<file path="src/rtl/spiimu_pkg.sv">
// Shared types, constants and the power-on map for the SPI IMU register slave.
// No dependencies; imported by every other file of the block.
`timescale 1ns / 1ps

package spiimu_pkg;

	localparam int ADDR_W      = 7;
	localparam int DEPTH       = 128;
	localparam int NUM_SENSORS = 7;
	localparam int CFG_IDX_W   = 3;

	localparam logic [6:0] INT_STATUS_ADDR = 7'h3A;
	localparam logic [6:0] SENSOR_BASE     = 7'h3B;
	localparam logic [6:0] SENSOR_LAST     = 7'h48;
	localparam logic [6:0] PWR_ADDR        = 7'h6B;
	localparam logic [6:0] WHOAMI_ADDR     = 7'h75;
	localparam logic [6:0] PRODID_ADDR     = 7'h0C;
	localparam logic [6:0] ADDR_MASK       = 7'h7F;

	localparam logic [7:0] WHOAMI_VAL   = 8'h68;
	localparam logic [7:0] PRODID_VAL   = 8'h54;
	localparam logic [7:0] PWR_DEFAULT  = 8'h40;
	localparam logic [7:0] DATA_RDY     = 8'h01;
	localparam int         READ_FLAG_BIT = 7;
	localparam int         PWR_RESET_BIT = 7;

	localparam logic signed [15:0] ACCEL_Z_RESET = 16'sd2048;

	typedef enum logic [1:0] {
		ACT_SEL_FALL = 2'd0,
		ACT_SPI_BYTE = 2'd1,
		ACT_SEL_RISE = 2'd2,
		ACT_HOST_WR  = 2'd3
	} action_t;

	typedef logic [NUM_SENSORS-1:0][15:0] sensor_bank_t;

	localparam sensor_bank_t SENSOR_RESET = {16'h0000, 16'h0000, 16'h0000, 16'h0000,
		ACCEL_Z_RESET, 16'h0000, 16'h0000};

	typedef struct packed {
		logic       wr_en;
		logic [6:0] wr_addr;
		logic [7:0] wr_data;
		logic       rd_en;
		logic [6:0] rd_addr;
		logic       soft_reset;
		logic       set_drdy;
	} reg_op_t;

	function automatic logic [7:0] default_byte(input logic [6:0] addr, input sensor_bank_t s);
		logic [6:0] off;
		logic [2:0] idx;
		logic [7:0] b;
		off = addr - SENSOR_BASE;
		idx = off[3:1];
		b   = 8'h00;
		if (addr == WHOAMI_ADDR) begin
			b = WHOAMI_VAL;
		end else if (addr == PRODID_ADDR) begin
			b = PRODID_VAL;
		end else if (addr == PWR_ADDR) begin
			b = PWR_DEFAULT;
		end else if (addr >= SENSOR_BASE && addr <= SENSOR_LAST) begin
			b = off[0] ? s[idx][7:0] : s[idx][15:8];
		end
		return b;
	endfunction

endpackage

</file>
<file path="src/rtl/spi_imu_register_slave.sv">
// SPI IMU register slave: one word per SPI event, one result word per event.
// Path: input register, then result register holding the registered memory read; the
// result word is valid once the word moves from the input to the result register.
// Throughput: one word per cycle while out_stall does not hold the result register.
// Reset: asynchronous arst_n restores the power-on map and sensor samples at once.
`timescale 1ns / 1ps

module spi_imu_register_slave (
	input  logic                clk,
	input  logic                arst_n,
	input  logic                in_valid,
	output logic                in_stall,
	input  logic [1:0]          action,
	input  logic [7:0]          rx_byte,
	input  logic [6:0]          host_addr,
	input  logic [7:0]          host_data,
	output logic                out_valid,
	input  logic                out_stall,
	output logic [7:0]          tx_byte,
	output logic                soft_reset_done,
	input  logic                cfg_valid,
	output logic                cfg_ready,
	input  logic [2:0]          cfg_index,
	input  logic signed [15:0]  cfg_data
);
	import spiimu_pkg::*;

	logic       v_s1;
	logic [1:0] action_s1;
	logic [7:0] rx_s1;
	logic [6:0] haddr_s1;
	logic [7:0] hdata_s1;
	logic       v_s2;
	logic       soft_s2;

	logic         adv;
	logic         s2_free;
	logic         in_take;
	logic         cfg_we;
	reg_op_t      op;
	sensor_bank_t sensor_q;

	assign s2_free   = !v_s2 || !out_stall;
	assign adv       = v_s1 && s2_free;
	assign in_stall  = v_s1 && !s2_free;
	assign in_take   = in_valid && !in_stall;
	assign out_valid = v_s2;
	assign soft_reset_done = soft_s2;
	assign cfg_ready = 1'b1;
	assign cfg_we    = cfg_valid && cfg_ready && cfg_index != 3'd7;

	always_ff @(posedge clk) begin
		if (in_take) begin
			action_s1 <= action;
			rx_s1     <= rx_byte;
			haddr_s1  <= host_addr;
			hdata_s1  <= host_data;
		end
	end

	always_ff @(posedge clk or negedge arst_n) begin
		if (!arst_n) begin
			v_s1    <= 1'b0;
			v_s2    <= 1'b0;
			soft_s2 <= 1'b0;
		end else begin
			if (in_take) begin
				v_s1 <= 1'b1;
			end else if (adv) begin
				v_s1 <= 1'b0;
			end
			if (adv) begin
				v_s2    <= 1'b1;
				soft_s2 <= op.soft_reset;
			end else if (!out_stall) begin
				v_s2 <= 1'b0;
			end
		end
	end

	always_ff @(posedge clk or negedge arst_n) begin
		if (!arst_n) begin
			sensor_q <= SENSOR_RESET;
		end else if (cfg_we) begin
			for (int i = 0; i < NUM_SENSORS; i++) begin
				if (cfg_index == CFG_IDX_W'(i)) begin
					sensor_q[i] <= cfg_data;
				end
			end
		end
	end

	spiimu_txn u_txn (
		.clk       (clk),
		.arst_n    (arst_n),
		.adv       (adv),
		.action    (action_s1),
		.rx_byte   (rx_s1),
		.host_addr (haddr_s1),
		.host_data (hdata_s1),
		.op        (op)
	);

	spiimu_regfile u_regfile (
		.clk     (clk),
		.arst_n  (arst_n),
		.adv     (adv),
		.op      (op),
		.cfg_we  (cfg_we),
		.sensors (sensor_q),
		.tx_byte (tx_byte)
	);

	a_soft_no_read: assert property (@(posedge clk) disable iff (!arst_n)
		out_valid && soft_reset_done |-> tx_byte == 8'h00)
		else $error("soft reset word carries read data");

	a_adv_fills_s2: assert property (@(posedge clk) disable iff (!arst_n)
		adv |=> v_s2)
		else $error("advanced word lost before result stage");

	a_stall_only_full: assert property (@(posedge clk) disable iff (!arst_n)
		in_stall |-> v_s1 && v_s2 && out_stall)
		else $error("input stalled while pipeline can move");

	a_op_exclusive: assert property (@(posedge clk) disable iff (!arst_n)
		adv |-> $countones({op.wr_en, op.rd_en, op.soft_reset, op.set_drdy}) <= 1)
		else $error("more than one register operation decoded");

endmodule

</file>
<file path="src/rtl/spiimu_txn.sv">
// Transaction tracker: address phase, read flag, base address and byte offset.
// Decodes each word into at most one register-file operation. Depends on spiimu_pkg.
`timescale 1ns / 1ps

module spiimu_txn (
	input  logic              clk,
	input  logic              arst_n,
	input  logic              adv,
	input  logic [1:0]        action,
	input  logic [7:0]        rx_byte,
	input  logic [6:0]        host_addr,
	input  logic [7:0]        host_data,
	output spiimu_pkg::reg_op_t op
);
	import spiimu_pkg::*;

	logic       addr_seen_q;
	logic       is_read_q;
	logic [6:0] base_q;
	logic [6:0] offset_q;
	logic [6:0] sum;
	logic [6:0] wr_addr;
	action_t    act;

	assign act     = action_t'(action);
	assign sum     = base_q + offset_q;
	assign wr_addr = sum + ADDR_MASK;

	always_comb begin
		op = '0;
		case (act)
			ACT_SEL_RISE: begin
				op.set_drdy = 1'b1;
			end
			ACT_HOST_WR: begin
				op.wr_en   = 1'b1;
				op.wr_addr = host_addr;
				op.wr_data = host_data;
			end
			ACT_SPI_BYTE: begin
				if (!addr_seen_q) begin
					op.rd_en   = rx_byte[READ_FLAG_BIT];
					op.rd_addr = rx_byte[6:0];
				end else if (is_read_q) begin
					op.rd_en   = 1'b1;
					op.rd_addr = sum;
				end else if (wr_addr == PWR_ADDR && rx_byte[PWR_RESET_BIT]) begin
					op.soft_reset = 1'b1;
				end else begin
					op.wr_en   = 1'b1;
					op.wr_addr = wr_addr;
					op.wr_data = rx_byte;
				end
			end
			default: begin
				op = '0;
			end
		endcase
	end

	always_ff @(posedge clk or negedge arst_n) begin
		if (!arst_n) begin
			addr_seen_q <= 1'b0;
			is_read_q   <= 1'b0;
			base_q      <= '0;
			offset_q    <= '0;
		end else if (adv) begin
			case (act)
				ACT_SEL_FALL, ACT_SEL_RISE: begin
					addr_seen_q <= 1'b0;
					offset_q    <= '0;
				end
				ACT_SPI_BYTE: begin
					if (!addr_seen_q) begin
						is_read_q   <= rx_byte[READ_FLAG_BIT];
						base_q      <= rx_byte[6:0];
						addr_seen_q <= 1'b1;
						offset_q    <= 7'd1;
					end else begin
						offset_q <= offset_q + 7'd1;
					end
				end
				default: begin
					offset_q <= offset_q;
				end
			endcase
		end
	end

endmodule

</file>
<file path="src/rtl/spiimu_regfile.sv">
// Register map: 128-byte memory with per-entry valid bits over the power-on map,
// interrupt-status register and registered read port. Depends on spiimu_pkg.
`timescale 1ns / 1ps

module spiimu_regfile (
	input  logic                     clk,
	input  logic                     arst_n,
	input  logic                     adv,
	input  spiimu_pkg::reg_op_t      op,
	input  logic                     cfg_we,
	input  spiimu_pkg::sensor_bank_t sensors,
	output logic [7:0]               tx_byte
);
	import spiimu_pkg::*;

	logic [7:0]       mem [DEPTH];
	logic [DEPTH-1:0] valid_q;
	logic [7:0]       isr_q;

	logic       rd_en_s2;
	logic       rd_isr_s2;
	logic       rd_valid_s2;
	logic [6:0] rd_addr_s2;
	logic [7:0] rd_data_s2;
	logic [7:0] isr_s2;

	logic mem_we;

	assign mem_we = adv && op.wr_en && op.wr_addr != INT_STATUS_ADDR;

	always_ff @(posedge clk) begin
		if (mem_we) begin
			mem[op.wr_addr] <= op.wr_data;
		end
		if (adv) begin
			rd_data_s2 <= mem[op.rd_addr];
			rd_addr_s2 <= op.rd_addr;
			isr_s2     <= isr_q;
		end
	end

	always_ff @(posedge clk or negedge arst_n) begin
		if (!arst_n) begin
			valid_q     <= '0;
			isr_q       <= DATA_RDY;
			rd_en_s2    <= 1'b0;
			rd_isr_s2   <= 1'b0;
			rd_valid_s2 <= 1'b0;
		end else begin
			if (adv) begin
				rd_en_s2    <= op.rd_en;
				rd_isr_s2   <= op.rd_addr == INT_STATUS_ADDR;
				rd_valid_s2 <= valid_q[op.rd_addr];
			end
			if (cfg_we) begin
				for (int i = 0; i < DEPTH; i++) begin
					if (7'(i) >= SENSOR_BASE && 7'(i) <= SENSOR_LAST) begin
						valid_q[i] <= 1'b0;
					end
				end
				isr_q <= isr_q | DATA_RDY;
			end else if (adv && op.soft_reset) begin
				valid_q <= '0;
				isr_q   <= DATA_RDY;
			end else if (adv && op.wr_en) begin
				if (op.wr_addr == INT_STATUS_ADDR) begin
					isr_q <= op.wr_data;
				end else begin
					valid_q[op.wr_addr] <= 1'b1;
				end
			end else if (adv && op.set_drdy) begin
				isr_q <= isr_q | DATA_RDY;
			end
		end
	end

	always_comb begin
		if (!rd_en_s2) begin
			tx_byte = 8'h00;
		end else if (rd_isr_s2) begin
			tx_byte = isr_s2;
		end else if (rd_valid_s2) begin
			tx_byte = rd_data_s2;
		end else begin
			tx_byte = default_byte(rd_addr_s2, sensors);
		end
	end

endmodule
</file>
<file path="config.mk">
export PLATFORM = sky130hd
export DESIGN_NAME = spi_imu_register_slave
export DESIGN_NICKNAME = d
export VERILOG_FILES = /design/src/rtl/spiimu_pkg.sv /design/src/rtl/spi_imu_register_slave.sv /design/src/rtl/spiimu_txn.sv /design/src/rtl/spiimu_regfile.sv
export SDC_FILE = /design/constraint.sdc
export NUM_CORES = 1
export LEC_CHECK = 0
export BUFFER_PORTS_ARGS = -buffer_cell sky130_fd_sc_hd__buf_2
export CAP_MARGIN = 40
export CORE_MARGIN = 3
export CORE_UTILIZATION = 40
export CTS_CLUSTER_DIAMETER = 60
export CTS_CLUSTER_SIZE = 10
export DETAILED_ROUTE_END_ITERATION = 6
export HOLD_SLACK_MARGIN = 0.05
export SLEW_MARGIN = 5
export SYNTH_ARGS = -nofsm -noshare
export SYNTH_HDL_FRONTEND = slang
export SYNTH_SLANG_ARGS = --single-unit
</file>
<file path="constraint.sdc">
create_clock -name clk -period 10 [get_ports clk]
set_input_delay 0 -clock clk [delete_from_list [all_inputs] [get_ports clk]]
set_output_delay 0 -clock clk [all_outputs]
set_load 0.02 [all_outputs]
</file>
==> results.sh <==
export IMPL_clockBufferDepth=3
export IMPL_pwr_share_clk=0.392
export IMPL_gr_usage_all_layers=0.2096
export IMPL_skew_ps=29.07
export IMPL_maxSlewHeadroom=0.3620
export IMPL_syn2layout_area_growth_pct=14.06
export IMPL_met3WireLength_um=11880
export IMPL_switching_share=0.2526
export IMPL_drtIter0Drc=3892
export IMPL_grt_max_degree=163
export IMPL_placed_cells=6097
export IMPL_start_kind="register"
export IMPL_grt_pass1_vias=35740
export IMPL_cts_resized=0
export IMPL_h_tree_depth=4
export IMPL_crit_arrival_ps=6130
export IMPL_slew_viol_final=0
export IMPL_hp_class="in -> reg"
export IMPL_yosysTopAreaCell="edfxtp_1"
export IMPL_final_fill_count=12360
export IMPL_fmax_mhz=176.9
export IMPL_std_cell_rows=137
export IMPL_yosysSeqAreaShare=0.6848
export IMPL_synth_seq_cells=1342
export IMPL_irDropWorstVdd_mv=0.1640
export IMPL_insertedDiodeCount=0
export IMPL_routed_top_layer="met4"
export IMPL_clock_sinks=1342
export IMPL_leakage_nw=23.20
export IMPL_core_area_um2=140400
export IMPL_tightest_slew_ps=950.6
export IMPL_clock_latency_ps=770
export IMPL_cts_root_buf="clkbuf_16"
export IMPL_drcViolationCount=0
export IMPL_ys_flop_type="edfxtp_1"
export IMPL_die_y_um=383.1
export IMPL_wl_met1_um=67470
export IMPL_wirelength_um=155500
export IMPL_multi_input_area_um2=16800
export IMPL_port_buffers=59
export IMPL_synth_top_cell_area_share=0.5660
export IMPL_cts_tree="yes"
export IMPL_post_route_period_util=0.5654
export IMPL_setup_tns_ps=0
export IMPL_power_internal_mw=9.718
export IMPL_worstPathRequired_ps=10480
export IMPL_dr_pass1_iters=5
export IMPL_yosysWarnings=0
export IMPL_clk_pin_slew_ps=60
export IMPL_gp_congestion=0.8853
export IMPL_ios=61
export IMPL_cap_violations=0
export IMPL_crit_type="reg -> reg"
export IMPL_hpwl_um=89880
export IMPL_grt_pass1_wl_um=233600
export IMPL_p_sw_mw=3.284
export IMPL_syn_instance_count=4327
export IMPL_combPwrFrac=0.118
export IMPL_wl_met2_um=71440
export IMPL_antenna_left=0
export IMPL_syn_cell_area_um2=56880
export IMPL_via_per_inst=5.694
export IMPL_overflow=0
export IMPL_setup_violations=0
export IMPL_final_nets=4528
export IMPL_hold_viol=0
export IMPL_p_seq_frac=0.489
export IMPL_wire_per_inst_um=24.18
export IMPL_cp_max_fo=60
export IMPL_drive_above_1_share=0.1322
export IMPL_synth_edf_count=1072
export IMPL_status="completed"
export IMPL_numCtsBuffers=156
export IMPL_dr_total_vias=36610
export IMPL_layout_area_seq_um2=38950
export IMPL_antenna_found_initial=0
export IMPL_fin_crit_ps=5654
export IMPL_dieArea_um2=146800
export IMPL_power_mw=13.00
export IMPL_async_flop_share=0.2012
export IMPL_yosysUniqueCellTypes=91
export IMPL_die_x_um=383.1
export IMPL_endpoint_kind="register"
export IMPL_synthTopCellsByArea="edfxtp_1, dfrtp_1, nand2_1"
export IMPL_p_per_area_nw_per_um2=200.4
export IMPL_initial_core_util=0.4051
export IMPL_rsz0062_at_grt="no"
export IMPL_fin_cells=6430
export IMPL_postSynthAreaPerCell_um2=13.14
[registers in the layout, indices dropped and copies added, names as in the netlist]
register,count
u_regfile.mem,1024
u_regfile.valid_q,128
sensor_q,112
hdata_s1,8
rx_s1,8
u_regfile.isr_q,8
u_regfile.isr_s2,8
u_regfile.rd_data_s2,8
haddr_s1,7
u_regfile.rd_addr_s2,7
u_txn.base_q,7
u_txn.offset_q,7
action_s1,2
out_valid,1
soft_reset_done,1
u_regfile.rd_en_s2,1
u_regfile.rd_isr_s2,1
u_regfile.rd_valid_s2,1
u_txn.addr_seen_q,1
u_txn.is_read_q,1
v_s1,1
[metal layers]
layer,global-route usage,up-vias
met2,0.3258,1509
li1,-,16360
met1,0.3023,18470
met3,0.03090,267
met4,0.07002,0
met5,0,-
[through the flow]
stage	hold WS [ps]	setup slack [ps]	util	instance area, um^2
CTS	53.56	4407	0.4620	64860
global placement	135.5	4468	0.4214	59160
detailed placement	132.1	4421	0.4241	59540
finish	105.1	4346	0.4621	64870
global route	100.4	3997	0.4621	64870
floorplan	-295.6	1266	-	56900
[worst paths after layout]
kind	from	endpoint	slack [ps]	depth (start not counted)
setup / recovery	action_s1[1]	u_regfile.rd_data_s2[4]	4350	10
hold / removal	cfg_data[12]	sensor_q[44]	110	3
setup reg to reg	action_s1[1]	u_regfile.rd_data_s2[4]	4350	10
hold reg to reg	u_regfile.isr_q[2]	u_regfile.isr_s2[2]	430	0
max in group asynchronous	arst_n	u_regfile.valid_q[32]	8740	4
min in group asynchronous	arst_n	sensor_q[43]	340	3
[power groups by stage]
stage	clock [mW]	combinational [mW]	sequential, mW
6_report	5.10	1.54	6.36
5_1_grt	5.41	1.66	6.37
4_1_cts	5.19	1.54	6.36
3_5_place_dp	0	1.51	6.47
3_3_place_gp	0	1.48	6.47
2_1_floorplan	0	0.994	6.44
[synth_stat cells, types with 5 or more instances]
cell,number
nand4_1,13
buf_2,54
o21ai_0,100
nor3b_1,6
buf_1,26
nor2_1,180
and2_0,5
a21oi_1,33
nand3_1,366
mux4_2,53
xnor2_1,7
clkbuf_1,200
edfxtp_1,1072
buf_6,5
a22o_1,21
a31oi_1,44
o21a_1,15
mux2_1,6
o221ai_1,6
nor3_1,21
o31ai_1,18
mux2i_1,241
and2_1,20
a221oi_1,7
a211oi_1,18
o211a_1,9
o211ai_1,8
nor4_1,8
o21ai_1,28
inv_1,20
a31o_2,8
nand4b_1,5
a311oi_1,131
and3_1,79
ha_1,12
nand2b_1,16
mux2_2,121
nor2b_1,9
nand2_1,958
a211o_1,5
dfrtp_1,268
o32ai_1,9
[worst max-delay path: stages (launching register included)]
cell and delay, ps:
edfxtp_1 630, nand2b_1 450, a21o_4 510, buf_4 680, buf_4 790, buf_4 750, a311oi_1 220, a311oi_1 460
a311oi_1 190, a21oi_1 350, a221oi_1 130
[cells in the final DEF, fill, tap and decap left out, types with 7 or more instances in the layout]
cell / n
and3_1: 79
dlygate4sd3_1: 85
o21ai_1: 28
a311oi_1: 131
o32ai_1: 9
a211oi_1: 18
a221oi_1: 7
inv_1: 17
buf_4: 101
conb_1: 9
nor2_1: 180
ha_1: 12
nor2b_1: 9
inv_6: 10
a31oi_1: 43
o211a_1: 9
edfxtp_1: 1072
o21ai_0: 98
nor4_1: 7
a21oi_1: 33
nand2_1: 957
and2_1: 20
nand4_1: 13
buf_12: 9
o211ai_1: 8
o21a_1: 15
a22o_1: 16
mux2i_1: 241
nand3_1: 366
clkbuf_16: 157
o31ai_1: 18
nor3_1: 18
mux4_2: 53
clkbuf_1: 65
buf_2: 61
dfrtp_1: 268
mux2_2: 121
nand2b_1: 16
a31o_2: 8
[layout make-up]
type	count	share of cell area
inverters	26	0.001852
clock inverters	23	0.003973
repair buffers	262	0.03400
flip-flops and latches	1342	0.6004
clock buffers	223	0.06454
well taps	1876	0.03618
multi-input cells	2678	0.2590
[timing repair]
action | 4_1_cts | 5_1_grt
setup buffers | 0 | 0
hold buffers | 86 | 0
hold endpoints to repair | 277 | 0
[cell families (layout without fill, tap and decap cells)]
family / count (synthesis) / count (layout) / share of synthesized area
compound gates: 513 / 513 / 0.06699
simple gates: 1712 / 1712 / 0.1321
other cells: 2 / 9 / 0.0001320
mux: 421 / 421 / 0.08855
fa+ha+maj: 13 / 13 / 0.002992
xor+xnor: 10 / 10 / 0.001540
buf+inv: 314 / 534 / 0.02290
flops: 1342 / 1342 / 0.6848
(Power assumes the default switching activity.)
